--- src/sv/qbd_pkg.sv ---
// Shared types, codes and helpers of the quantized block dequantizer.
// No dependencies.
package qbd_pkg;

    localparam logic [1:0] FMT_Q4K = 2'd0;
    localparam logic [1:0] FMT_Q5  = 2'd1;
    localparam logic [1:0] FMT_Q8  = 2'd2;

    localparam logic [7:0] SIZE_Q4K = 8'd144;
    localparam logic [7:0] SIZE_Q5  = 8'd22;
    localparam logic [7:0] SIZE_Q8  = 8'd34;

    localparam logic [31:0] DEFAULT_NAN = 32'hFFC0_0000;
    localparam logic [31:0] QUIET_BIT   = 32'h0040_0000;

    // What the latched word asks the sequencer to do
    typedef enum logic [1:0] {K_NONE, K_Q4K, K_Q5, K_Q8} t_kind;

    // Operand selection of the arithmetic unit
    typedef enum logic [2:0] {OP_DSC, OP_MMIN, OP_PROD, OP_DIFF, OP_Q5, OP_Q8} t_opsel;

    // Destination of an arithmetic result
    typedef enum logic [1:0] {WB_NONE, WB_T1, WB_T2, WB_OUT} t_wb;

    typedef struct packed {
        logic   accept;
        t_opsel opsel;
        t_wb    wb;
        logic   half;
    } t_cmd;

    typedef struct packed {
        t_kind kind;
        logic  out_busy;
    } t_status;

    // Exact conversion of a small signed integer to binary32
    function automatic logic [31:0] int_to_single(input logic signed [8:0] v);
        logic        s;
        logic [7:0]  mag;
        logic [2:0]  pos;
        logic [23:0] sh;
        s   = v[8];
        mag = s ? 8'(-v) : v[7:0];
        pos = 3'd0;
        for (int i = 0; i < 8; i++) begin
            if (mag[i]) pos = 3'(i);
        end
        sh = {16'b0, mag} << (5'd23 - {2'b0, pos});
        if (mag == 8'd0) return 32'd0;
        return {s, 8'(8'd127 + {5'b0, pos}), sh[22:0]};
    endfunction

endpackage

--- src/sv/qbd_fpu.sv ---
// Two-step binary32 multiply / subtract unit, round to nearest even.
// Depends on qbd_pkg. Step-one results registered, step two combinational after them.
module qbd_fpu (
    input  logic        i_clk,
    input  logic [31:0] i_a,
    input  logic [31:0] i_b,
    input  logic        i_sub,
    output logic [31:0] o_res
);
    logic        r_spec, n_spec;
    logic [31:0] r_sval, n_sval;
    logic        r_sign, n_sign;
    logic [9:0]  r_exp, n_exp;
    logic [27:0] r_sum, n_sum;

    logic        sa, sb, sy;
    logic [7:0]  ea, eb;
    logic [22:0] fa, fb;
    logic        a_nan, b_nan, a_inf, b_inf, a_zero, b_zero;
    logic [47:0] prod;
    logic        swap, s_l, s_s;
    logic [7:0]  e_l, e_s, d;
    logic [22:0] f_l, f_s;
    logic [27:0] m_l, m_s, m_sh, m_mask, m_ss;

    assign sa = i_a[31];
    assign sb = i_b[31];
    assign sy = ~sb;
    assign ea = i_a[30:23];
    assign eb = i_b[30:23];
    assign fa = i_a[22:0];
    assign fb = i_b[22:0];
    assign a_nan  = (ea == 8'hFF) && (fa != 23'd0);
    assign b_nan  = (eb == 8'hFF) && (fb != 23'd0);
    assign a_inf  = (ea == 8'hFF) && (fa == 23'd0);
    assign b_inf  = (eb == 8'hFF) && (fb == 23'd0);
    assign a_zero = (ea == 8'd0);
    assign b_zero = (eb == 8'd0);
    assign prod   = {1'b1, fa} * {1'b1, fb};

    // Step one: special cases, product or aligned add
    always_comb begin
        swap   = {eb, fb} > {ea, fa};
        s_l    = swap ? sy : sa;
        s_s    = swap ? sa : sy;
        e_l    = swap ? eb : ea;
        e_s    = swap ? ea : eb;
        f_l    = swap ? fb : fa;
        f_s    = swap ? fa : fb;
        d      = e_l - e_s;
        m_l    = {2'b01, f_l, 3'b000};
        m_s    = {2'b01, f_s, 3'b000};
        m_sh   = m_s >> d[4:0];
        m_mask = (28'd1 << d[4:0]) - 28'd1;
        if (d >= 8'd27) begin
            m_ss = 28'd1;
        end else begin
            m_ss = {m_sh[27:1], m_sh[0] | (|(m_s & m_mask))};
        end
        n_spec = 1'b1;
        n_sval = 32'd0;
        n_sign = 1'b0;
        n_exp  = 10'd0;
        n_sum  = 28'd0;
        if (!i_sub) begin
            n_sign = sa ^ sb;
            if (a_nan) begin
                n_sval = i_a | qbd_pkg::QUIET_BIT;
            end else if (b_nan) begin
                n_sval = i_b | qbd_pkg::QUIET_BIT;
            end else if (a_inf) begin
                n_sval = b_zero ? qbd_pkg::DEFAULT_NAN : {sa ^ sb, 8'hFF, 23'd0};
            end else if (b_inf) begin
                n_sval = a_zero ? qbd_pkg::DEFAULT_NAN : {sa ^ sb, 8'hFF, 23'd0};
            end else if (a_zero || b_zero) begin
                n_sval = {sa ^ sb, 31'd0};
            end else begin
                n_spec = 1'b0;
                n_exp  = {2'b0, ea} + {2'b0, eb} - 10'd127;
                n_sum  = {prod[47:21], |prod[20:0]};
            end
        end else begin
            if (a_nan) begin
                n_sval = i_a | qbd_pkg::QUIET_BIT;
            end else if (b_nan) begin
                n_sval = i_b | qbd_pkg::QUIET_BIT;
            end else if (a_inf) begin
                n_sval = (b_inf && (sa != sy)) ? qbd_pkg::DEFAULT_NAN : i_a;
            end else if (b_inf) begin
                n_sval = {sy, i_b[30:0]};
            end else if (a_zero && b_zero) begin
                n_sval = {sa & sy, 31'd0};
            end else if (a_zero) begin
                n_sval = {sy, i_b[30:0]};
            end else if (b_zero) begin
                n_sval = i_a;
            end else begin
                n_spec = 1'b0;
                n_sign = s_l;
                n_exp  = {2'b0, e_l};
                n_sum  = (s_l == s_s) ? (m_l + m_ss) : (m_l - m_ss);
            end
        end
    end

    // Hold step-one results
    always_ff @(posedge i_clk) begin
        r_spec <= n_spec;
        r_sval <= n_sval;
        r_sign <= n_sign;
        r_exp  <= n_exp;
        r_sum  <= n_sum;
    end

    logic [4:0]  lz;
    logic [26:0] m27;
    logic [9:0]  e_n;
    logic        up;
    logic [30:0] mag;

    // Step two: normalize and round
    always_comb begin
        lz = 5'd0;
        for (int i = 0; i < 27; i++) begin
            if (r_sum[i]) lz = 5'(26 - i);
        end
        if (r_sum[27]) begin
            m27 = {r_sum[27:2], r_sum[1] | r_sum[0]};
            e_n = r_exp + 10'd1;
        end else begin
            m27 = r_sum[26:0] << lz;
            e_n = r_exp - {5'b0, lz};
        end
        up  = m27[2] & (m27[1] | m27[0] | m27[3]);
        mag = {e_n[7:0], m27[25:3]} + {30'd0, up};
        if (r_spec) begin
            o_res = r_sval;
        end else if (r_sum == 28'd0) begin
            o_res = 32'd0;
        end else begin
            o_res = {r_sign, mag};
        end
    end

endmodule

--- src/sv/qbd_datapath.sv ---
// Datapath: block position, header registers, scale tables, operands, result word.
// Depends on qbd_pkg and qbd_fpu.
module qbd_datapath (
    input  logic             i_clk,
    input  logic             i_rst_n,
    input  logic             i_cfg_we,
    input  logic [1:0]       i_cfg_data,
    input  logic [7:0]       i_packed_byte,
    input  qbd_pkg::t_cmd    i_cmd,
    output qbd_pkg::t_status o_status,
    input  logic             i_out_ready,
    output logic             o_out_valid,
    output logic [31:0]      o_value_bits,
    output logic [7:0]       o_element_index,
    output logic             o_block_last,
    output logic             o_run_last
);
    logic [1:0]  r_fmt;
    logic [7:0]  r_pos;
    logic [7:0]  r_hlow;
    logic [31:0] r_main, r_min, r_mask;
    logic [5:0]  r_sc [8];
    logic [5:0]  r_mn [8];
    logic [7:0]  r_byte, r_p;
    logic        r_last;
    qbd_pkg::t_kind r_kind;
    logic [31:0] r_t1, r_t2;
    logic        r_ov;
    logic [31:0] r_val;
    logic [7:0]  r_idx;
    logic        r_blast, r_rlast;

    function automatic logic [31:0] half_to_single(input logic [15:0] h);
        logic       s;
        logic [4:0] e;
        logic [9:0] f;
        logic [3:0] pos;
        logic [3:0] sh;
        logic [9:0] fs;
        s   = h[15];
        e   = h[14:10];
        f   = h[9:0];
        pos = 4'd0;
        for (int i = 0; i < 10; i++) begin
            if (f[i]) pos = 4'(i);
        end
        sh = 4'd10 - pos;
        fs = f << sh;
        if (e == 5'd0) begin
            if (f == 10'd0) return {s, 31'd0};
            return {s, 8'(8'd113 - {4'b0, sh}), fs, 13'd0};
        end
        if (e == 5'd31) return {s, 8'hFF, f, 13'd0};
        return {s, 8'({3'b0, e} + 8'd112), f, 13'd0};
    endfunction

    // Position of the incoming word within its block
    logic [7:0] size, p_in;
    logic       fmt_ok, last_in;
    logic [3:0] sidx;
    always_comb begin
        fmt_ok = 1'b1;
        unique case (r_fmt)
            qbd_pkg::FMT_Q4K: size = qbd_pkg::SIZE_Q4K;
            qbd_pkg::FMT_Q5:  size = qbd_pkg::SIZE_Q5;
            qbd_pkg::FMT_Q8:  size = qbd_pkg::SIZE_Q8;
            default: begin
                size   = qbd_pkg::SIZE_Q8;
                fmt_ok = 1'b0;
            end
        endcase
        p_in    = (r_pos >= size) ? 8'd0 : r_pos;
        last_in = (p_in == size - 8'd1);
        sidx    = 4'(p_in - 8'd4);
    end

    // Latch header fields, advance position, take configuration
    always_ff @(posedge i_clk) begin
        if (!i_rst_n) begin
            r_fmt  <= qbd_pkg::FMT_Q4K;
            r_pos  <= 8'd0;
            r_hlow <= 8'd0;
            r_main <= 32'd0;
            r_min  <= 32'd0;
            r_mask <= 32'd0;
            r_kind <= qbd_pkg::K_NONE;
        end else begin
            if (i_cmd.accept) begin
                r_kind <= qbd_pkg::K_NONE;
                if (!fmt_ok) begin
                    r_pos <= 8'd0;
                end else begin
                    r_pos <= last_in ? 8'd0 : p_in + 8'd1;
                    if (p_in == 8'd0) begin
                        r_hlow <= i_packed_byte;
                    end else if (p_in == 8'd1) begin
                        r_main <= half_to_single({i_packed_byte, r_hlow});
                    end else if (r_fmt == qbd_pkg::FMT_Q4K) begin
                        if (p_in == 8'd2) begin
                            r_hlow <= i_packed_byte;
                        end else if (p_in == 8'd3) begin
                            r_min <= half_to_single({i_packed_byte, r_hlow});
                        end else if (p_in >= 8'd16) begin
                            r_kind <= qbd_pkg::K_Q4K;
                        end
                    end else if (r_fmt == qbd_pkg::FMT_Q5) begin
                        if (p_in < 8'd6) begin
                            case (p_in[2:0])
                                3'd2:    r_mask[7:0]   <= i_packed_byte;
                                3'd3:    r_mask[15:8]  <= i_packed_byte;
                                3'd4:    r_mask[23:16] <= i_packed_byte;
                                default: r_mask[31:24] <= i_packed_byte;
                            endcase
                        end else begin
                            r_kind <= qbd_pkg::K_Q5;
                        end
                    end else begin
                        r_kind <= qbd_pkg::K_Q8;
                    end
                end
            end
            if (i_cfg_we) begin
                r_fmt <= i_cfg_data;
                r_pos <= 8'd0;
            end
        end
    end

    // Unpack the twelve scale bytes into six-bit scale and min pairs
    always_ff @(posedge i_clk) begin
        if (i_cmd.accept && fmt_ok && (r_fmt == qbd_pkg::FMT_Q4K)
            && (p_in >= 8'd4) && (p_in < 8'd16)) begin
            for (int i = 0; i < 4; i++) begin
                if (sidx == 4'(i)) begin
                    r_sc[i]           <= i_packed_byte[5:0];
                    r_sc[i + 4][5:4]  <= i_packed_byte[7:6];
                end
                if (sidx == 4'(i + 4)) begin
                    r_mn[i]           <= i_packed_byte[5:0];
                    r_mn[i + 4][5:4]  <= i_packed_byte[7:6];
                end
                if (sidx == 4'(i + 8)) begin
                    r_sc[i + 4][3:0]  <= i_packed_byte[3:0];
                    r_mn[i + 4][3:0]  <= i_packed_byte[7:4];
                end
            end
        end
    end

    // Hold the accepted word and its position
    always_ff @(posedge i_clk) begin
        if (i_cmd.accept) begin
            r_byte <= i_packed_byte;
            r_p    <= p_in;
            r_last <= last_in;
        end
    end

    // Operand selection
    logic [7:0]  k8;
    logic [2:0]  j;
    logic [3:0]  nib, i5;
    logic        hb;
    logic [31:0] op_a, op_b, fres;
    logic        op_sub;
    always_comb begin
        k8   = r_p - 8'd16;
        j    = {k8[6:5], i_cmd.half};
        nib  = i_cmd.half ? r_byte[7:4] : r_byte[3:0];
        i5   = 4'(r_p - 8'd6);
        hb   = i_cmd.half ? r_mask[{1'b1, i5}] : r_mask[{1'b0, i5}];
        op_sub = 1'b0;
        case (i_cmd.opsel)
            qbd_pkg::OP_DSC: begin
                op_a = r_main;
                op_b = qbd_pkg::int_to_single({3'b0, r_sc[j]});
            end
            qbd_pkg::OP_MMIN: begin
                op_a = r_min;
                op_b = qbd_pkg::int_to_single({3'b0, r_mn[j]});
            end
            qbd_pkg::OP_PROD: begin
                op_a = r_t1;
                op_b = qbd_pkg::int_to_single({5'b0, nib});
            end
            qbd_pkg::OP_DIFF: begin
                op_a   = r_t1;
                op_b   = r_t2;
                op_sub = 1'b1;
            end
            qbd_pkg::OP_Q5: begin
                op_a = r_main;
                op_b = qbd_pkg::int_to_single({{4{~hb}}, ~hb, nib});
            end
            default: begin
                op_a = r_main;
                op_b = qbd_pkg::int_to_single({r_byte[7], r_byte});
            end
        endcase
    end

    qbd_fpu u_fpu (
        .i_clk (i_clk),
        .i_a   (op_a),
        .i_b   (op_b),
        .i_sub (op_sub),
        .o_res (fres)
    );

    // Element index and run flag of the word in flight
    logic [7:0] idx;
    logic       rlast;
    always_comb begin
        case (r_kind)
            qbd_pkg::K_Q4K: idx = {k8[6:5], i_cmd.half, k8[4:0]};
            qbd_pkg::K_Q5:  idx = {3'b0, i_cmd.half, i5};
            default:        idx = r_p - 8'd2;
        endcase
        rlast = (r_kind == qbd_pkg::K_Q8) ? 1'b1 : i_cmd.half;
    end

    // Write back arithmetic results
    always_ff @(posedge i_clk) begin
        case (i_cmd.wb)
            qbd_pkg::WB_T1: r_t1 <= fres;
            qbd_pkg::WB_T2: r_t2 <= fres;
            qbd_pkg::WB_OUT: begin
                r_val   <= fres;
                r_idx   <= idx;
                r_blast <= r_last;
                r_rlast <= rlast;
            end
            default: ;
        endcase
    end

    // Output word valid flag
    always_ff @(posedge i_clk) begin
        if (!i_rst_n) begin
            r_ov <= 1'b0;
        end else if (i_cmd.wb == qbd_pkg::WB_OUT) begin
            r_ov <= 1'b1;
        end else if (i_out_ready) begin
            r_ov <= 1'b0;
        end
    end

    assign o_status.kind     = r_kind;
    assign o_status.out_busy = r_ov;
    assign o_out_valid       = r_ov;
    assign o_value_bits      = r_val;
    assign o_element_index   = r_idx;
    assign o_block_last      = r_blast;
    assign o_run_last        = r_rlast;

endmodule

--- src/sv/qbd_ctrl.sv ---
// Sequencer: steps the arithmetic unit through the operations of each word.
// Depends on qbd_pkg.
module qbd_ctrl (
    input  logic             i_clk,
    input  logic             i_rst_n,
    input  logic             i_in_valid,
    output logic             o_in_ready,
    input  qbd_pkg::t_status i_status,
    output qbd_pkg::t_cmd    o_cmd
);
    typedef enum logic [3:0] {
        S_IDLE, S_DISPATCH, S_DSC, S_DSC_WB, S_MMIN, S_MMIN_WB,
        S_PROD, S_PROD_WB, S_DIFF, S_DIFF_WB, S_SCALE, S_SCALE_WB
    } t_state;

    t_state r_state;
    logic   r_half;

    assign o_in_ready = (r_state == S_IDLE);

    // Commands for the current step
    always_comb begin
        o_cmd.accept = i_in_valid && (r_state == S_IDLE);
        o_cmd.half   = r_half;
        o_cmd.wb     = qbd_pkg::WB_NONE;
        o_cmd.opsel  = qbd_pkg::OP_DSC;
        unique case (r_state)
            S_MMIN:     o_cmd.opsel = qbd_pkg::OP_MMIN;
            S_PROD:     o_cmd.opsel = qbd_pkg::OP_PROD;
            S_DIFF:     o_cmd.opsel = qbd_pkg::OP_DIFF;
            S_SCALE:    o_cmd.opsel = (i_status.kind == qbd_pkg::K_Q5) ?
                                      qbd_pkg::OP_Q5 : qbd_pkg::OP_Q8;
            S_DSC_WB:   o_cmd.wb = qbd_pkg::WB_T1;
            S_MMIN_WB:  o_cmd.wb = qbd_pkg::WB_T2;
            S_PROD_WB:  o_cmd.wb = qbd_pkg::WB_T1;
            S_DIFF_WB:  o_cmd.wb = qbd_pkg::WB_OUT;
            S_SCALE_WB: o_cmd.wb = qbd_pkg::WB_OUT;
            default: ;
        endcase
    end

    // Advance state
    always_ff @(posedge i_clk) begin
        if (!i_rst_n) begin
            r_state <= S_IDLE;
            r_half  <= 1'b0;
        end else begin
            unique case (r_state)
                S_IDLE: begin
                    if (i_in_valid) r_state <= S_DISPATCH;
                end
                S_DISPATCH: begin
                    r_half <= 1'b0;
                    case (i_status.kind)
                        qbd_pkg::K_Q4K: r_state <= S_DSC;
                        qbd_pkg::K_NONE: r_state <= S_IDLE;
                        default: r_state <= S_SCALE;
                    endcase
                end
                S_DSC:     r_state <= S_DSC_WB;
                S_DSC_WB:  r_state <= S_MMIN;
                S_MMIN:    r_state <= S_MMIN_WB;
                S_MMIN_WB: r_state <= S_PROD;
                S_PROD:    r_state <= S_PROD_WB;
                S_PROD_WB: r_state <= S_DIFF;
                S_DIFF: begin
                    if (!i_status.out_busy) r_state <= S_DIFF_WB;
                end
                S_DIFF_WB: begin
                    if (r_half) begin
                        r_state <= S_IDLE;
                    end else begin
                        r_half  <= 1'b1;
                        r_state <= S_DSC;
                    end
                end
                S_SCALE: begin
                    if (!i_status.out_busy) r_state <= S_SCALE_WB;
                end
                S_SCALE_WB: begin
                    if (r_half || (i_status.kind == qbd_pkg::K_Q8)) begin
                        r_state <= S_IDLE;
                    end else begin
                        r_half  <= 1'b1;
                        r_state <= S_SCALE;
                    end
                end
                default: r_state <= S_IDLE;
            endcase
        end
    end

endmodule

--- src/sv/quantized_block_dequantizer.sv ---
// Words are taken one at a time: a new word is accepted only after the sequencer
// has finished the last one on the one shared two-step multiply/subtract unit
// (4 operations per Q4_K value, one per Q8_0 or Q5_0 value).
// A result word still waiting at the output stalls the sequencer until it is taken.
// Synchronous active-low reset clears format, position, header values, mask and the output valid flag, not the scales.
module quantized_block_dequantizer (
    input  logic        i_clk,
    input  logic        i_rst_n,
    input  logic        i_cfg_we,
    input  logic [1:0]  i_cfg_data,
    input  logic        i_in_valid,
    output logic        o_in_ready,
    input  logic [7:0]  i_packed_byte,
    output logic        o_out_valid,
    input  logic        i_out_ready,
    output logic [31:0] o_value_bits,
    output logic [7:0]  o_element_index,
    output logic        o_block_last,
    output logic        o_run_last
);
    qbd_pkg::t_cmd    cmd;
    qbd_pkg::t_status status;

    qbd_ctrl u_ctrl (
        .i_clk      (i_clk),
        .i_rst_n    (i_rst_n),
        .i_in_valid (i_in_valid),
        .o_in_ready (o_in_ready),
        .i_status   (status),
        .o_cmd      (cmd)
    );

    qbd_datapath u_dp (
        .i_clk           (i_clk),
        .i_rst_n         (i_rst_n),
        .i_cfg_we        (i_cfg_we),
        .i_cfg_data      (i_cfg_data),
        .i_packed_byte   (i_packed_byte),
        .i_cmd           (cmd),
        .o_status        (status),
        .i_out_ready     (i_out_ready),
        .o_out_valid     (o_out_valid),
        .o_value_bits    (o_value_bits),
        .o_element_index (o_element_index),
        .o_block_last    (o_block_last),
        .o_run_last      (o_run_last)
    );

endmodule

--- config.mk ---
export PLATFORM = sky130hd
export DESIGN_NAME = quantized_block_dequantizer
export DESIGN_NICKNAME = d
export VERILOG_FILES = /design/src/sv/qbd_pkg.sv /design/src/sv/qbd_fpu.sv /design/src/sv/qbd_datapath.sv /design/src/sv/qbd_ctrl.sv /design/src/sv/quantized_block_dequantizer.sv
export SDC_FILE = /design/constraint.sdc
export NUM_CORES = 2
export LEC_CHECK = 0
export BUFFER_PORTS_ARGS = -buffer_cell sky130_fd_sc_hd__buf_4
export CAP_MARGIN = 25
export CORE_UTILIZATION = 40
export DETAILED_ROUTE_END_ITERATION = 10
export HOLD_SLACK_MARGIN = 0.05
export PLACE_DENSITY = 0.59
export SKIP_CTS_REPAIR_TIMING = 1
export SLEW_MARGIN = 20
export SYNTH_ARGS = -nofsm -noshare
export SYNTH_HDL_FRONTEND = slang
export SYNTH_SLANG_ARGS = --single-unit
--- constraint.sdc ---
create_clock -name i_clk -period 10.8 [get_ports i_clk]
set_input_delay 0.54 -clock i_clk [delete_from_list [all_inputs] [get_ports i_clk]]
set_output_delay 0.54 -clock i_clk [all_outputs]
set_load 0.005 [all_outputs]
==> impl_metrics.xml <==
<?xml version="1.0" encoding="UTF-8"?>
<metrics>
  <group name="min_path">
    <metric name="timing.hold.worst.start" unit="">i_cfg_data[0]</metric>
    <metric name="holdCritPathClass" unit="">input port to register</metric>
  </group>
  <group name="critical_path">
    <metric name="worstReg2RegStart" unit="">u_dp.r_p[5]$_DFFE_PP_</metric>
    <metric name="path_common_cell" unit="">sky130_fd_sc_hd__fa_1</metric>
    <metric name="worst-endpoint-required" unit="ns">11.37</metric>
    <metric name="cpMaxStageDelayCell" unit="">sky130_fd_sc_hd__fa_1</metric>
    <metric name="timing.critical_path.from" unit="">u_dp.r_p[5]$_DFFE_PP_</metric>
    <metric name="crit_path_max_incr_delay" unit="ns">0.53</metric>
    <metric name="crit_path_max_fanout" unit="">21</metric>
    <metric name="worstSetupEndpointType" unit="">register</metric>
    <metric name="criticalPathCategory" unit="">register to register</metric>
    <metric name="crit_arrival" unit="ns">11.13</metric>
    <metric name="setup.worst_path.start_class" unit="">register</metric>
  </group>
  <group name="routing">
    <metric name="vias" unit="">42500</metric>
    <metric name="drtIter0Drc" unit="">4574</metric>
    <metric name="route.final.wire_length" unit="µm">174000</metric>
    <metric name="drt_pass1_iterations" unit="">6</metric>
    <metric name="drc_errors" unit="">0</metric>
    <metric name="wl_per_cell" unit="µm">24.2</metric>
    <metric name="avgViaCountPerCell" unit="">5.90</metric>
    <metric name="drt.antenna.violating_nets" unit="">0</metric>
  </group>
  <group name="timing">
    <metric name="fin_hold_ws" unit="ns">0.163</metric>
    <metric name="worst_slew_margin_rel" unit="">0.279</metric>
    <metric name="max_slew.worst_pin.slew" unit="ns">1.07</metric>
    <metric name="period_minus_slack" unit="ns">10.56</metric>
    <metric name="finalSetupViolations" unit="">0</metric>
    <metric name="timing.final.crit_share" unit="">0.978</metric>
    <metric name="timing_hold_violations_final" unit="">0</metric>
    <metric name="skew" unit="ns">0.0337</metric>
    <metric name="report.final.slew_viol_count" unit="">0</metric>
    <metric name="fmax" unit="MHz">94.7</metric>
  </group>
  <group name="floorplanning">
    <metric name="core.rowCount" unit="">125</metric>
    <metric name="ioPinCount" unit="">59</metric>
    <metric name="fp.coreArea" unit="µm²">116000</metric>
    <metric name="die-area" unit="µm²">119000</metric>
    <metric name="die_height" unit="µm">345</metric>
    <metric name="initial_core_util" unit="">0.404</metric>
    <metric name="die_x" unit="µm">345</metric>
  </group>
  <group name="cts">
    <metric name="numCtsBuffers" unit="">45</metric>
    <metric name="clock_sinks" unit="">383</metric>
    <metric name="maximum_number_of_buffers_from_clock_root_to_sink" unit="">3</metric>
    <metric name="insertion_delay" unit="ns">0.64</metric>
    <metric name="cts_max_level" unit="">2</metric>
    <metric name="clock_tree_from_tritoncts" unit="">done</metric>
    <metric name="cts.clk_slew.worst_paths" unit="ns">0.06</metric>
    <metric name="root_buffer" unit="">sky130_fd_sc_hd__clkbuf_16</metric>
  </group>
  <group name="synth">
    <metric name="postSynth.asyncResetShare" unit="">0</metric>
    <metric name="yosys_warnings" unit="">0</metric>
    <metric name="synth_area_in_simple_gates" unit="">0.171</metric>
    <metric name="synthesis.area" unit="µm²">47000</metric>
    <metric name="synthDominantAreaCellType" unit="">sky130_fd_sc_hd__fa_1</metric>
    <metric name="netlist_instances" unit="">5499</metric>
    <metric name="post_synth_num_cell_types" unit="">109</metric>
    <metric name="yosys-mux-area-fraction" unit="">0.0546</metric>
    <metric name="synth_top_cell_area_share" unit="">0.206</metric>
    <metric name="largest_family_of_logic_cells_by_synthesized_area" unit="">adder cells</metric>
    <metric name="synth_sequential_area_ratio" unit="">0.210</metric>
    <metric name="post_synth_fa_ha_maj_area_fraction" unit="">0.295</metric>
    <metric name="synth-xor-area-share" unit="">0.0209</metric>
    <metric name="synth_compound_gate_area_share" unit="">0.161</metric>
    <metric name="synth_enable_flop_cells" unit="">219</metric>
    <metric name="postSynthRegisterBits" unit="">383</metric>
    <metric name="synth.top_cells.by_area" unit="">sky130_fd_sc_hd__fa_1 21%, sky130_fd_sc_hd__edfxtp_1 14%, sky130_fd_sc_hd__ha_1 8.9%</metric>
    <metric name="syn_area_per_cell" unit="µm²">8.55</metric>
    <metric name="postSynth.topFlopCell" unit="">sky130_fd_sc_hd__edfxtp_1</metric>
    <metric name="synthesis.nets" unit="">6332</metric>
  </group>
  <group name="power">
    <metric name="total_power" unit="µW">10600</metric>
    <metric name="total_leakage_power" unit="µW">0.0232</metric>
    <metric name="pwr_density_cell" unit="nW/µm²">199</metric>
    <metric name="worst_ir_drop_vdd" unit="V">0.000239</metric>
  </group>
  <group name="global_routing">
    <metric name="first_global_vias" unit="">40800</metric>
    <metric name="global_route_wire_length_before_repair" unit="µm">261000</metric>
    <metric name="total_congestion_overflow_after_global_routing" unit="">0</metric>
    <metric name="antenna_found_initial" unit="">12</metric>
    <metric name="track_usage" unit="">0.291</metric>
    <metric name="grt_start_max_net_pins" unit="">86</metric>
  </group>
  <group name="final_layout">
    <metric name="final_cell_mix" unit="">711 x sky130_fd_sc_hd__inv_1, 686 x sky130_fd_sc_hd__nand2_1, 485 x sky130_fd_sc_hd__fa_1, 476 x sky130_fd_sc_hd__nor2_1, 392 x sky130_fd_sc_hd__buf_4</metric>
    <metric name="ratio_of_cells_with_drive_above_1_in_the_final_layout" unit="">0.128</metric>
    <metric name="design.final.nets" unit="">6471</metric>
    <metric name="filler_cell_count" unit="">11400</metric>
    <metric name="area_growth_syn_to_layout" unit="%">13.2</metric>
    <metric name="leading_cell_type_in_the_layout_fill_and_taps_excluded" unit="">sky130_fd_sc_hd__inv_1</metric>
  </group>
  <group name="run_status">
    <metric name="outcome" unit="">complete, no violations</metric>
  </group>
  <group name="placement">
    <metric name="dp_hpwl" unit="µm">135000</metric>
    <metric name="portBuffers" unit="">58</metric>
    <metric name="finalWeightedCongestion" unit="">1.04</metric>
  </group>
  <group name="job">
    <metric name="cap_viol_max_count" unit="">0</metric>
  </group>
</metrics>
## final timing paths
| kind | slack, ns | cells past startpoint | to |
|---|---|---|---|
| min | 0.16 | 3 | u_dp.r_fmt[0]$_SDFFE_PN0P_ |
| max reg2reg | 0.24 | 40 | u_dp.u_fpu.r_sum[27]$_DFF_P_ |
| min reg2reg | 0.43 | 0 | u_dp.o_block_last$_DFFE_PP_ |
| max | 0.24 | 40 | u_dp.u_fpu.r_sum[27]$_DFF_P_ |
## synth_stat cells (30+ instances only)
library cell and number:
sky130_fd_sc_hd__inv_1 719, sky130_fd_sc_hd__nand2_1 687, sky130_fd_sc_hd__nor2_1 489, sky130_fd_sc_hd__fa_1 485, sky130_fd_sc_hd__ha_1 333, sky130_fd_sc_hd__a21oi_1 282
sky130_fd_sc_hd__clkbuf_1 248, sky130_fd_sc_hd__o21ai_0 224, sky130_fd_sc_hd__edfxtp_1 219, sky130_fd_sc_hd__dfxtp_1 164, sky130_fd_sc_hd__mux2i_1 163, sky130_fd_sc_hd__nand3_1 110
sky130_fd_sc_hd__nor3_1 107, sky130_fd_sc_hd__and3_1 97, sky130_fd_sc_hd__xnor2_1 82, sky130_fd_sc_hd__a211oi_1 51, sky130_fd_sc_hd__a22oi_1 48, sky130_fd_sc_hd__nand2b_1 45
sky130_fd_sc_hd__nor4_1 44, sky130_fd_sc_hd__a21o_1 43, sky130_fd_sc_hd__o21bai_1 42, sky130_fd_sc_hd__a31oi_1 38, sky130_fd_sc_hd__and2_1 36, sky130_fd_sc_hd__buf_1 34
sky130_fd_sc_hd__or3_1 34, sky130_fd_sc_hd__nor2b_1 32, sky130_fd_sc_hd__o22ai_1 32, sky130_fd_sc_hd__a221o_1 31, sky130_fd_sc_hd__mux4_2 30
## metal layers
layer  share of wire  global-route usage
met1            0.44               0.420
met5        0.000075                   0
met4           0.039              0.0999
met3           0.095              0.0551
met2            0.43               0.432
## state kept, by name, indices dropped and copies added (netlist names), 18 cells and up
signal and flops:
u_dp.o_value_bits 32, u_dp.r_main 18, u_dp.r_mask 32, u_dp.r_min 18, u_dp.r_mn 48, u_dp.r_sc 48, u_dp.r_t1 32, u_dp.r_t2 32
u_dp.u_fpu.r_sum 28, u_dp.u_fpu.r_sval 32
## power by group
group | total (µW) | switching [µW] | internal (µW)
sequential | 1800 | 123 | 1680
combinational | 7250 | 4580 | 2670
clock | 1560 | 688 | 875
total | 10600 | 5390 | 5230
## worst max-delay path, delay by kind of cell (launching register included)
kind	cells	cell delay, ns
DFF	1	0.38
adders and majority gates	9	4.01
AOI/OAI and AO/OA	16	3.44
muxes	2	0.64
buffers and inverters	9	1.01
and+or+nand+nor	4	0.98
## per-stage QoR
step / cell area [µm²] / TNS (ns) / cells / utilization / setup slack (ns)
global route: 53200 / -0.172 / 7198 / 0.457 / -0.0697
finish: 53200 / 0 / 7201 / 0.458 / 0.241
global placement: 50700 / -0.807 / 7074 / 0.435 / -0.474
detailed placement: 50700 / -0.950 / 7077 / 0.436 / -0.534
floorplan: 47000 / 0 / 5499 / - / 0.0263
CTS: 52200 / -1.18 / 7160 / 0.449 / -0.593
## kinds of logic (layout without fill, tap and decap cells)
family          after synthesis  count (layout)
simple gates               1781            1781
compound gates             1121            1121
buf+inv                    1071            1246
fa+ha+maj                   818             818
flops                       383             383
mux                         216             216
xor+xnor                    109             109
other cells                   0               3
## cell type report
cell class                 count  area (µm²)  area share
inverter                     748        2820      0.0530
clock buffer                  54        1180      0.0222
tap                         1524        1910      0.0358
sequential                   383        9870       0.185
multi-input combinational   4045       33700       0.634
clock inverter                29         337     0.00632
antenna                        3        7.51    0.000141
timing repair buffer         415        3370      0.0633
No activity file was read; power rests on OpenSTA's default activity.
